## src/rtl/core/rttp_pkg.sv

```systemverilog
// ============================================================================
// rttp_pkg
// Shared types, constants and the palette remap for the raster-to-tile
// 4bpp packer.
// ============================================================================
package rttp_pkg;

  // Default band capacity in 8-pixel cells.
  localparam int MAX_WIDTH_CELLS_DEF = 64;

  // Width of the width_cells register and its reset value.
  localparam int WCFG_W = 7;
  localparam logic [WCFG_W-1:0] WIDTH_CELLS_RST = 7'd40;

  // Last row of a band.
  localparam logic [2:0] LAST_ROW = 3'd7;

  // Operation codes of an input item.
  typedef enum logic {
    OP_PUSH = 1'b0,
    OP_READ = 1'b1
  } op_t;

  // Result status codes.
  typedef enum logic [1:0] {
    ST_ACCEPTED = 2'd0,
    ST_VALID    = 2'd1,
    ST_EMPTY    = 2'd2,
    ST_FULL     = 2'd3
  } status_t;

  // Result control that travels from the control unit to the output stage.
  typedef struct packed {
    status_t status;
    logic    last;
  } res_t;

  // Fixed 16-entry palette remap.
  function automatic logic [3:0] remap(input logic [3:0] idx);
    logic [3:0] r;
    case (idx)
      4'd0:    r = 4'd0;
      4'd1:    r = 4'd15;
      4'd2:    r = 4'd4;
      4'd3:    r = 4'd12;
      4'd4:    r = 4'd5;
      4'd5:    r = 4'd10;
      4'd6:    r = 4'd1;
      4'd7:    r = 4'd13;
      4'd8:    r = 4'd6;
      4'd9:    r = 4'd2;
      4'd10:   r = 4'd9;
      4'd11:   r = 4'd3;
      4'd12:   r = 4'd7;
      4'd13:   r = 4'd14;
      4'd14:   r = 4'd8;
      4'd15:   r = 4'd11;
      default: r = 4'd0;
    endcase
    return r;
  endfunction

endpackage

```

## src/rtl/core/rttp_ctrl.sv

```systemverilog
// ============================================================================
// rttp_ctrl
// Fill and drain control: tracks the write column and row, the band-ready
// flag and the read pointer, and issues band memory accesses.
// ============================================================================
module rttp_ctrl import rttp_pkg::*; #(
  parameter int MAX_WIDTH_CELLS = MAX_WIDTH_CELLS_DEF,
  parameter int AW = $clog2(MAX_WIDTH_CELLS * 32)
) (
  input  logic              clk,
  input  logic              rst_n,
  input  logic              accept,
  input  op_t               op,
  input  logic [3:0]        left_pixel,
  input  logic [3:0]        right_pixel,
  input  logic              cfg_we,
  input  logic [WCFG_W-1:0] cfg_wdata,
  output logic              wr_en,
  output logic [AW-1:0]     wr_addr,
  output logic [7:0]        wr_data,
  output logic              rd_en,
  output logic [AW-1:0]     rd_addr,
  output res_t              res
);

  localparam int MAXW_BITS = $clog2(MAX_WIDTH_CELLS + 1);
  localparam int CW  = (MAXW_BITS > WCFG_W) ? MAXW_BITS : WCFG_W;
  localparam int PCW = $clog2(MAX_WIDTH_CELLS * 4);
  localparam logic [CW-1:0] MAXW = CW'(MAX_WIDTH_CELLS);

  logic [WCFG_W-1:0] width_r;
  logic [PCW-1:0]    pair_col_r, pair_col_nxt;
  logic [2:0]        band_row_r, band_row_nxt;
  logic              band_ready_r, band_ready_nxt;
  logic [AW-1:0]     rd_ptr_r, rd_ptr_nxt;

  logic [CW-1:0]     eff_w;
  logic [CW-1:0]     w_ext;
  logic              line_end;
  logic              band_end;

  // Width register.
  always_ff @(posedge clk) begin
    if (!rst_n) begin
      width_r <= WIDTH_CELLS_RST;
    end else if (cfg_we) begin
      width_r <= cfg_wdata;
    end
  end

  // Effective width: zero acts as one, clamped to the band capacity.
  assign w_ext = CW'(width_r);
  always_comb begin
    if (w_ext == '0) begin
      eff_w = CW'(1);
    end else if (w_ext > MAXW) begin
      eff_w = MAXW;
    end else begin
      eff_w = w_ext;
    end
  end

  // End of line and end of band tests; four pairs and 32 bytes per cell.
  assign line_end = ((CW+3)'(pair_col_r) + (CW+3)'(1)) >= ((CW+3)'(eff_w) << 2);
  assign band_end = ((CW+6)'(rd_ptr_r) + (CW+6)'(1)) >= ((CW+6)'(eff_w) << 5);

  // Tile address of the current pair: cell * 32 + row * 4 + pair in cell.
  assign wr_addr = (AW'(pair_col_r >> 2) << 5) | (AW'(band_row_r) << 2)
                 | AW'(pair_col_r[1:0]);
  assign wr_data = {remap(left_pixel), remap(right_pixel)};
  assign wr_en   = accept && (op == OP_PUSH) && !band_ready_r;

  assign rd_addr = rd_ptr_r;
  assign rd_en   = accept && (op == OP_READ) && band_ready_r;

  // Result status and next state.
  always_comb begin
    pair_col_nxt   = pair_col_r;
    band_row_nxt   = band_row_r;
    band_ready_nxt = band_ready_r;
    rd_ptr_nxt     = rd_ptr_r;
    res.last       = 1'b0;
    if (op == OP_PUSH) begin
      res.status = band_ready_r ? ST_FULL : ST_ACCEPTED;
      if (!band_ready_r) begin
        if (line_end) begin
          pair_col_nxt = '0;
          band_row_nxt = band_row_r + 3'd1;
          if (band_row_r == LAST_ROW) begin
            band_ready_nxt = 1'b1;
            rd_ptr_nxt     = '0;
          end
        end else begin
          pair_col_nxt = pair_col_r + PCW'(1);
        end
      end
    end else begin
      res.status = band_ready_r ? ST_VALID : ST_EMPTY;
      if (band_ready_r) begin
        if (band_end) begin
          res.last       = 1'b1;
          band_ready_nxt = 1'b0;
          rd_ptr_nxt     = '0;
        end else begin
          rd_ptr_nxt = rd_ptr_r + AW'(1);
        end
      end
    end
  end

  // State registers advance only on an accepted item.
  always_ff @(posedge clk) begin
    if (!rst_n) begin
      pair_col_r   <= '0;
      band_row_r   <= '0;
      band_ready_r <= 1'b0;
      rd_ptr_r     <= '0;
    end else if (accept) begin
      pair_col_r   <= pair_col_nxt;
      band_row_r   <= band_row_nxt;
      band_ready_r <= band_ready_nxt;
      rd_ptr_r     <= rd_ptr_nxt;
    end
  end

endmodule

```

## config.mk

```make
export PLATFORM = sky130hd
export DESIGN_NAME = rttp_ctrl
export DESIGN_NICKNAME = d
export VERILOG_FILES = /design/src/rtl/core/rttp_pkg.sv /design/src/rtl/core/rttp_ctrl.sv
export SDC_FILE = /design/constraint.sdc
export NUM_CORES = 1
export LEC_CHECK = 0
export BUFFER_PORTS_ARGS = -buffer_cell sky130_fd_sc_hd__clkbuf_2
export CORE_AREA = 10 10 74 91
export DETAILED_ROUTE_END_ITERATION = 12
export DIE_AREA = 0 0 84 101
export PLACE_DENSITY = 0.75
export RECOVER_POWER = 50
export SLEW_MARGIN = 10
export SYNTH_ARGS = -nofsm -noshare
export SYNTH_HDL_FRONTEND = slang
export SYNTH_SLANG_ARGS = --single-unit
```

## constraint.sdc

```tcl
create_clock -name clk -period 2.6 [get_ports clk]
set_input_delay 0 -clock clk [delete_from_list [all_inputs] [get_ports clk]]
set_output_delay 0 -clock clk [all_outputs]
set_load 0.01 [all_outputs]
```

==> flow_summary.ini, run 1 <==
[critical_path]
r2r-end = band_ready_r
r2r_cells = 12
crit_fanout = 6
cpPeakStageDelay_ns = 0.39
cp.arrival_ns = 2.57
critPathMostFrequentCell = nor4_4
cp-start-kind = flop
critPathRequiredTime_ns = 2.60
ff2ff_setup_slack_ns = 0.05
r2r_start = rd_addr[4]
crit_chain = nand2_4 -> nor4_4 -> and3_4 -> xor2_2 -> ha_1 -> a21oi_2 -> o211ai_1 -> nor4_4 -> buf_4 -> nor3_4 -> buf_2
crit_path_top_delay_cell = dfxtp_4
crit_path_end_kind = primary output
cp-startpoint = rd_addr[4]
criticalPathCategory = reg -> out
path_buf_inv = 2
critical_path.top_delay_family = simple AND/OR/NAND/NOR gates

[sta]
rsz0062_at_grt = true
setup-violations-final = 0
period_minus_slack_ns = 2.57
fin_crit_sh_pct = 98.9
tightest_slew_ns = 0.561
skew_ns = 0.00441
final.setup.tns_ns = 0
hold_ws_ns = 0.121
fin_ws_ns = 0.0294
hold_violations = 0
maxSlewHeadroom_pct = 62.5
maxSlewViolCount = 0
timing.fmax_mhz = 389

[job]
maxCapViolations = 0

[global_routing]
grt_usage_pct = 16.2
grt_pass1_vias = 2577
overflow = 0
grt_start_max_net_pins = 20
grt_pass1_wl_mm = 11.7
antenna_found_initial = 0

[die]
start_util_pct = 47.6
core_um2 = 5010
rows = 29
die_width_um = 84
io-pin-count = 55
fp.dieH_um = 101
die_area_um2 = 8480

[drt]
drc = 0
drt-vias-per-instance = 5.70
drt_first_pass_iters = 4
routedWlPerCell_um = 15.9
ant_nets = 0
wl_mm = 7.29
vias = 2610
drt_iter0_drc = 134

[yosys]
synth.distinct_cells = 49
ys_seq_area_share_pct = 25.2
ys_seq_elements = 30
netlist_area_um2 = 2380
synth_edf_count = 0
synthArstFlopShare_pct = 0
synth.avg_cell_area_um2 = 7.90
ys_warn_count = 0
synth_ff_type = dfxtp_1
synthCells = 302
syn-num-nets = 349

[placed_design]
dpl_cell_area_um2 = 2920
place_congestion = 0.935
placed_cells = 434
dp_hpwl_mm = 5.21
pre_cts_slack_ns = -0.00372
port_buffers = 54

[cts]
clock-sinks = 30
clk_latency_ns = 0.29
cts_made_buffers = 5
htree_levels = 2
cts_root_buf = clkbuf_8
cts_tree = yes
clkSlewWorstSetupHoldPaths_ns = 0.07
cts.path.max_buffers = 2

[power_and_ir_drop]
seqPwrFrac_pct = 41.6
switching_share_pct = 28.0
p_int_uw = 818
p_switching_uw = 319
p_leak_nw = 1.49
ir_worst_vdd_uv = 180
pwr-share-comb_pct = 18.2
clockPowerShare_pct = 40.2
powerDensity_nw_per_um2 = 343
power_mw = 1.14

[finish]
nets = 442
area_delta_synth_final_pct = 39.0
layoutNonFillerInstCount = 458
final_core_util_pct = 66.2
n_antenna_cell = 0
fin_area_um2 = 3320
drive_gt1_share_pct = 33.8
final.fill_count = 422

[hold_path]
min_to = w_ext[5]
hp-class = in -> reg
hold_depth = 3
holdCritStartpoint = cfg_we

[run_status]
status = completed
-- synth_stat cells (2+ instances only) --
cell / n / share of area [%]
ha_1: 27 / 14
nand2b_1: 3 / 0.79
nand3_1: 18 / 3.8
nand4_1: 3 / 0.79
buf_2: 3 / 0.63
nor2_1: 26 / 4.1
and3_1: 5 / 1.3
o211ai_1: 10 / 3.1
a31oi_1: 3 / 0.79
o21ai_0: 14 / 2.9
dfxtp_1: 30 / 25
inv_1: 20 / 3.1
clkinv_1: 2 / 0.31
o31ai_1: 3 / 0.94
nor3_1: 7 / 1.5
xnor2_1: 6 / 2.2
xor2_1: 5 / 1.8
clkbuf_1: 5 / 0.79
nor2b_1: 4 / 1.0
nand2_1: 34 / 5.4
and4b_1: 2 / 0.84
a211oi_1: 3 / 0.94
buf_4: 2 / 0.63
mux2i_1: 12 / 5.0
o2111ai_1: 9 / 3.3
a21oi_1: 17 / 3.6
nor4_1: 7 / 1.8
-- per-layer routing --
layer / vias to the layer above / GRT usage, % / routed length [um]
met5: - / 0 / 0
met3: 16 / 4.85 / 412
li1: 1291 / - / -
met1: 1215 / 16.6 / 2850
met2: 88 / 28.6 / 3840
met4: 0 / 9.68 / 184
-- repair_timing --
action                                  CTS  global route
endpoints found under the setup margin    4            19
pin swaps                                 8             9
resized for setup                        21            28
hold buffers                              7             0
setup buffers                             5             4
cloned                                    0             0
endpoints found under the hold margin     7             0
-- logic make-up after synthesis --
kind of cell    share of synthesized area, %
buf+inv                                 6.14
compound gates                          20.1
fa+ha+maj                               14.2
xor+xnor                                4.04
mux                                     5.04
flops                                   25.2
simple gates                            25.3
-- cells in the final DEF (no fill, tap or decap), types with 12 or more instances in the layout --
cell      count
clkbuf_2     40
buf_4        33
nand2_1      30
nor2_1       24
ha_1         23
dfxtp_1      23
inv_1        18
nand3_1      16
a21oi_1      14
clkbuf_1     14
mux2i_1      12
o21ai_0      12
-- layout make-up --
| type | count | area [um^2] | share of cell area [%] |
|---|---|---|---|
| sequential | 30 | 617 | 18.6 |
| multi-input combinational | 238 | 1820 | 54.9 |
| tap | 62 | 77.6 | 2.34 |
| clock buffer | 8 | 110 | 3.32 |
| inverter | 22 | 82.6 | 2.49 |
| timing repair buffer | 98 | 609 | 18.4 |
-- sequential cells by signal, summed over array words and instances (netlist names) --
name,cells
band_ready_r,1
band_row_r,3
pair_col_r,8
w_ext,7
rd_addr,11
-- tightest hold or removal path, stage by stage --
cell      delay (ns)
clkbuf_2        0.22
mux2i_1         0.10
nand2_1         0.06
-- worst max-delay path by stage --
stage	to	slack, ns	depth (start not counted)
after floorplan	rd_addr[6]	0.02	11
after global placement	rd_addr[10]	0.10	10
after detailed placement	rd_addr[3]	-0.004	11
after CTS	res[0]	0.0003	11
after global routing	res[0]	-0.05	11
final	res[0]	0.03	11
-- power by group through the flow --
stage	clock, mW	combinational (mW)	sequential, mW
floorplan	0	0.113	0.486
CTS	0.465	0.196	0.472
detailed placement	0	0.182	0.486
finish	0.457	0.207	0.472
global route	0.489	0.229	0.473
global placement	0	0.177	0.485
No activity file was read; power rests on OpenSTA's default activity.
==> run 2, diff against run 1 <==
--- a/config.mk
+++ b/config.mk
@@ -6,10 +6,11 @@
 export NUM_CORES = 1
 export LEC_CHECK = 0
 export BUFFER_PORTS_ARGS = -buffer_cell sky130_fd_sc_hd__clkbuf_2
-export CORE_AREA = 10 10 74 91
+export CORE_AREA = 10 10 68 85
+export CTS_BUF_LIST = sky130_fd_sc_hd__clkbuf_16
 export DETAILED_ROUTE_END_ITERATION = 12
-export DIE_AREA = 0 0 84 101
-export PLACE_DENSITY = 0.75
+export DIE_AREA = 0 0 78 95
+export PLACE_DENSITY = 0.84
 export RECOVER_POWER = 50
 export SLEW_MARGIN = 10
 export SYNTH_ARGS = -nofsm -noshare
==> constraint.sdc (replaced) <==
create_clock -name clk -period 3.19 [get_ports clk]
set_input_delay 0 -clock clk [delete_from_list [all_inputs] [get_ports clk]]
set_output_delay 0 -clock clk [all_outputs]
set_load 0.01 [all_outputs]
==> flow_summary.ini, run 2 (synthesis results as in run 1) <==
[run_status]
status = finished with violations
violations = hold timing

[die]
die_width_um = 78
fp.dieH_um = 95
start_util_pct = 56.5
io-pin-count = 55
core_um2 = 4220
die_area_um2 = 7410
rows = 27

[sta]
setup-violations-final = 0
rsz0062_at_grt = false
skew_ns = 0.00903
maxSlewViolCount = 0
hold_ws_ns = -0.00109
fin_ws_ns = 0.176
timing.fmax_mhz = 332
tightest_slew_ns = 0.524
final.setup.tns_ns = 0
period_minus_slack_ns = 3.01
maxSlewHeadroom_pct = 65.0
fin_crit_sh_pct = 94.5
hold_violations = 1

[critical_path]
r2r_cells = 13
cp.arrival_ns = 3.01
criticalPathCategory = reg -> out
r2r-end = rd_addr[3]
r2r_start = rd_addr[1]
critPathRequiredTime_ns = 3.19
crit_fanout = 8
cp-start-kind = flop
ff2ff_setup_slack_ns = 0.21
crit_path_end_kind = primary output

[global_routing]
antenna_found_initial = 0
grt_usage_pct = 18.9
grt_pass1_vias = 2534
grt_pass1_wl_mm = 11.6
grt_start_max_net_pins = 20
overflow = 0

[hold_path]
hp-class = in -> reg
holdCritStartpoint = cfg_wdata[6]
min_to = w_ext[6]
hold_depth = 3

[power_and_ir_drop]
p_leak_nw = 1.30
ir_worst_vdd_uv = 340
powerDensity_nw_per_um2 = 355
power_mw = 1.06

[drt]
drt_first_pass_iters = 5
drt_iter0_drc = 182
drc = 0
vias = 2513
wl_mm = 6.99
ant_nets = 0
drt-vias-per-instance = 5.78
routedWlPerCell_um = 16.1

[cts]
cts.path.max_buffers = 2
clk_latency_ns = 0.28
cts_made_buffers = 5
cts_tree = yes
clock-sinks = 30
htree_levels = 2
cts_root_buf = clkbuf_16
clkSlewWorstSetupHoldPaths_ns = 0.05

[finish]
area_delta_synth_final_pct = 25.4
drive_gt1_share_pct = 17.2
layoutNonFillerInstCount = 435
n_antenna_cell = 0
final_common_cell = nand2_1
final.fill_count = 352
largest_register_ffs = 11
final_cell_mix = nand2_1 (34), clkbuf_2 (33), dfxtp_1 (30)
nets = 423

[job]
maxCapViolations = 0

[placed_design]
port_buffers = 54
place_congestion = 0.924
placed_cells = 418
dp_hpwl_mm = 5.12
pre_cts_slack_ns = 0.0690
[run 2: where the power goes]
group	internal (mW)	switching (mW)
clock	0.361	0.159
combinational	0.0605	0.0921
sequential	0.382	0.00751
[run 2: cell type report]
type	instances	area, um^2	area share, %
timing repair buffer	79	432	14.4
multi-input combinational	238	1640	54.9
clock buffer	5	125	4.18
tap	58	72.6	2.43
sequential	30	601	20.1
inverter	22	82.6	2.76
clock inverter	3	37.5	1.25
[run 2: worst max-delay path, cell delays in order, from the launching register on]
cell and delay (ns):
dfxtp_1 0.38, ha_1 0.22, nand3_1 0.19, nor3_1 0.28, buf_4 0.17, xnor2_1 0.09, ha_1 0.29, o21ai_0 0.09
a211oi_1 0.33, a21boi_2 0.11, buf_4 0.18, nor3_1 0.21, clkbuf_2 0.18
[run 2: through the flow]
step                      utilization [%]  cell area (um^2)
after floorplan                         -              2380
after global placement               65.9              2780
after detailed placement             65.9              2780
after CTS                            71.2              3010
after global routing                 70.8              2990
final                                70.8              2990
[run 2: how the worst max path moves through the flow]
stage / slack, ns / endpoint / depth (start not counted) / from
2_1_floorplan: 0.38 / rd_addr[8] / 11 / rd_addr[2]
3_3_place_gp: 0.19 / rd_addr[10] / 12 / rd_addr[1]
3_5_place_dp: 0.07 / rd_addr[10] / 12 / rd_addr[1]
4_1_cts: 0.002 / rd_addr[10] / 12 / rd_addr[1]
5_1_grt: 0.009 / res[0] / 12 / rd_addr[2]
6_report: 0.18 / res[0] / 12 / rd_addr[1]
[run 2: what timing repair did]
item                       in CTS  in global routing
gates resized for setup         0                  1
hold endpoints to repair        6                  0
hold buffers                    6                  0
setup endpoints to repair       0                 13
setup buffers                   0                  3
[run 2: metal layers]
layer  global-route usage (%)  share of wire [%]  vias up
li1                         -                  -     1247
met2                     33.4                 51      103
met5                        0                  0        -
met4                     8.38                2.4        0
met1                     20.6                 40     1147
met3                     5.51                7.4       16
==> run 3, diff against run 2 <==
--- a/config.mk
+++ b/config.mk
@@ -6,10 +6,11 @@
 export NUM_CORES = 1
 export LEC_CHECK = 0
 export BUFFER_PORTS_ARGS = -buffer_cell sky130_fd_sc_hd__clkbuf_2
-export CORE_AREA = 10 10 68 85
+export CORE_AREA = 10 10 71 88
 export CTS_BUF_LIST = sky130_fd_sc_hd__clkbuf_16
 export DETAILED_ROUTE_END_ITERATION = 12
-export DIE_AREA = 0 0 78 95
+export DIE_AREA = 0 0 81 98
+export HOLD_SLACK_MARGIN = 0.06
 export PLACE_DENSITY = 0.84
 export RECOVER_POWER = 50
 export SLEW_MARGIN = 10
==> constraint.sdc (replaced) <==
create_clock -name clk -period 3.2 [get_ports clk]
set_input_delay 0 -clock clk [delete_from_list [all_inputs] [get_ports clk]]
set_output_delay 0 -clock clk [all_outputs]
set_load 0.01 [all_outputs]
==> flow_summary.ini, run 3 (synthesis results as in run 1) <==
[hold_path]
hp-class = in -> reg

[drt]
drt-vias-per-instance = 5.87
wl_mm = 6.67
drt_iter0_drc = 248
routedWlPerCell_um = 15.5
ant_nets = 0
drt_first_pass_iters = 4
vias = 2522
drc = 0

[power_and_ir_drop]
switching_share_pct = 26.5
p_int_uw = 719
powerDensity_nw_per_um2 = 335
clockPowerShare_pct = 45.0
pwr-share-comb_pct = 15.2
p_switching_uw = 259
power_uw = 978
p_leak_nw = 1.24
seqPwrFrac_pct = 39.8
ir_worst_vdd_uv = 300

[die]
die_width_um = 81
core_um2 = 4620
rows = 28
die_area_um2 = 7940
start_util_pct = 51.6
fp.dieH_um = 98
io-pin-count = 55

[finish]
largest_register_ffs = 11
multi_input_area_um2 = 1650
final_core_util_pct = 63.2
fin_area_um2 = 2920
final.fill_count = 413
nets = 416
drive_gt1_share_pct = 14.9
area_delta_synth_final_pct = 22.6
final_common_cell = nand2_1
layoutNonFillerInstCount = 430
final_cell_mix = nand2_1 (34), dfxtp_1 (30), clkbuf_2 (30)
n_antenna_cell = 0
regArea_um2 = 601

[critical_path]
criticalPathCategory = reg -> out
cp.arrival_ns = 3.03
path_buf_inv = 3
crit_fanout = 11
critPathRequiredTime_ns = 3.20
cpPeakStageDelay_ns = 0.39
cp-start-kind = flop
critical_path.top_delay_family = simple AND/OR/NAND/NOR gates
crit_path_end_kind = primary output
crit_path_top_delay_cell = dfxtp_1
crit_chain = ha_1 -> nand3_1 -> nor4_1 -> buf_4 -> xnor2_1 -> ha_1 -> nand2_1 -> a211oi_1 -> a21boi_2 -> buf_4 -> nor3_1 -> clkbuf_2

[cts]
clock-sinks = 30
clkSlewWorstSetupHoldPaths_ns = 0.05
cts.path.max_buffers = 2
cts_root_buf = clkbuf_16
cts_tree = yes
clk_latency_ns = 0.28
cts_made_buffers = 5
htree_levels = 2

[sta]
fin_ws_ns = 0.171
maxSlewViolCount = 0
hold_violations = 0
setup-violations-final = 0
maxSlewHeadroom_pct = 39.6
timing.fmax_mhz = 330
fin_crit_sh_pct = 94.6
hold_ws_ns = 0.134
final.setup.tns_ns = 0
rsz0062_at_grt = false
skew_ns = 0.00624
tightest_slew_ns = 0.905
period_minus_slack_ns = 3.03

[global_routing]
grt_pass1_wl_mm = 11.0
grt_pass1_vias = 2342
grt_usage_pct = 16.8
antenna_found_initial = 0
overflow = 0
grt_start_max_net_pins = 19

[placed_design]
place_congestion = 0.926
placed_cells = 414
dpl_cell_area_um2 = 2740
port_buffers = 54
dp_hpwl_mm = 4.98
pre_cts_slack_ns = 0.0404

[run_status]
status = completed

[job]
maxCapViolations = 0
==> run 3: cell types whose count changed in the layout (fill, tap and decap cells not counted) <==
cell	delta
buf_4	-7
bufinv_16	-1
clkbuf_1	+2
clkbuf_2	-3
clkinv_1	+3
dlygate4sd3_1	+1
inv_1	-2
nor3_1	-1
nor3_2	+1
==> run 3: power groups by stage <==
| stage | Clock [mW] | Combinational, mW | Sequential, mW |
|---|---|---|---|
| global route | 0.460 | 0.166 | 0.390 |
| global placement | 0 | 0.136 | 0.396 |
| detailed placement | 0 | 0.140 | 0.396 |
| finish | 0.440 | 0.149 | 0.389 |
| CTS | 0.445 | 0.149 | 0.389 |
| floorplan | 0 | 0.0914 | 0.395 |
==> run 3: final timing paths <==
| check | startpoint | cells past startpoint | end | slack [ns] |
|---|---|---|---|---|
| worst max-delay path | rd_addr[0] | 12 | res[0] | 0.17 |
| worst min register to register | band_row_r[1] | 2 | band_row_r[1] | 0.48 |
| worst max register to register | rd_addr[0] | 12 | rd_addr[3] | 0.34 |
| worst min-delay path | accept | 4 | band_ready_r | 0.13 |
==> run 3: worst min-delay path: stages <==
cell	delay (ns)
clkbuf_2	0.11
nand2_1	0.06
o31ai_1	0.07
a21oi_1	0.13
==> run 3: layout make-up <==
cell class | count | share of cell area (%)
repair buffers | 72 | 13.1
flip-flops and latches | 30 | 20.5
clock inverters | 3 | 0.385
inverters | 22 | 2.83
multi-input cells | 238 | 56.3
clock buffers | 5 | 4.28
well taps | 60 | 2.57
==> run 3: repair_timing <==
| item | CTS | global route |
|---|---|---|
| hold buffers | 7 | 0 |
| buffers inserted | 0 | 1 |
| resized for setup | 0 | 2 |
| hold endpoints to repair | 7 | 0 |
| endpoints found under the setup margin | 0 | 13 |
==> run 3: per-layer routing <==
layer  vias to the layer above  track usage (%)  part of all wire, %
met2                        99             28.3                   50
met1                      1173             19.5                   40
met3                        15             4.86                  7.6
met4                         0             5.74                  2.2
li1                       1235                -                    -
met5                         -                0                    0
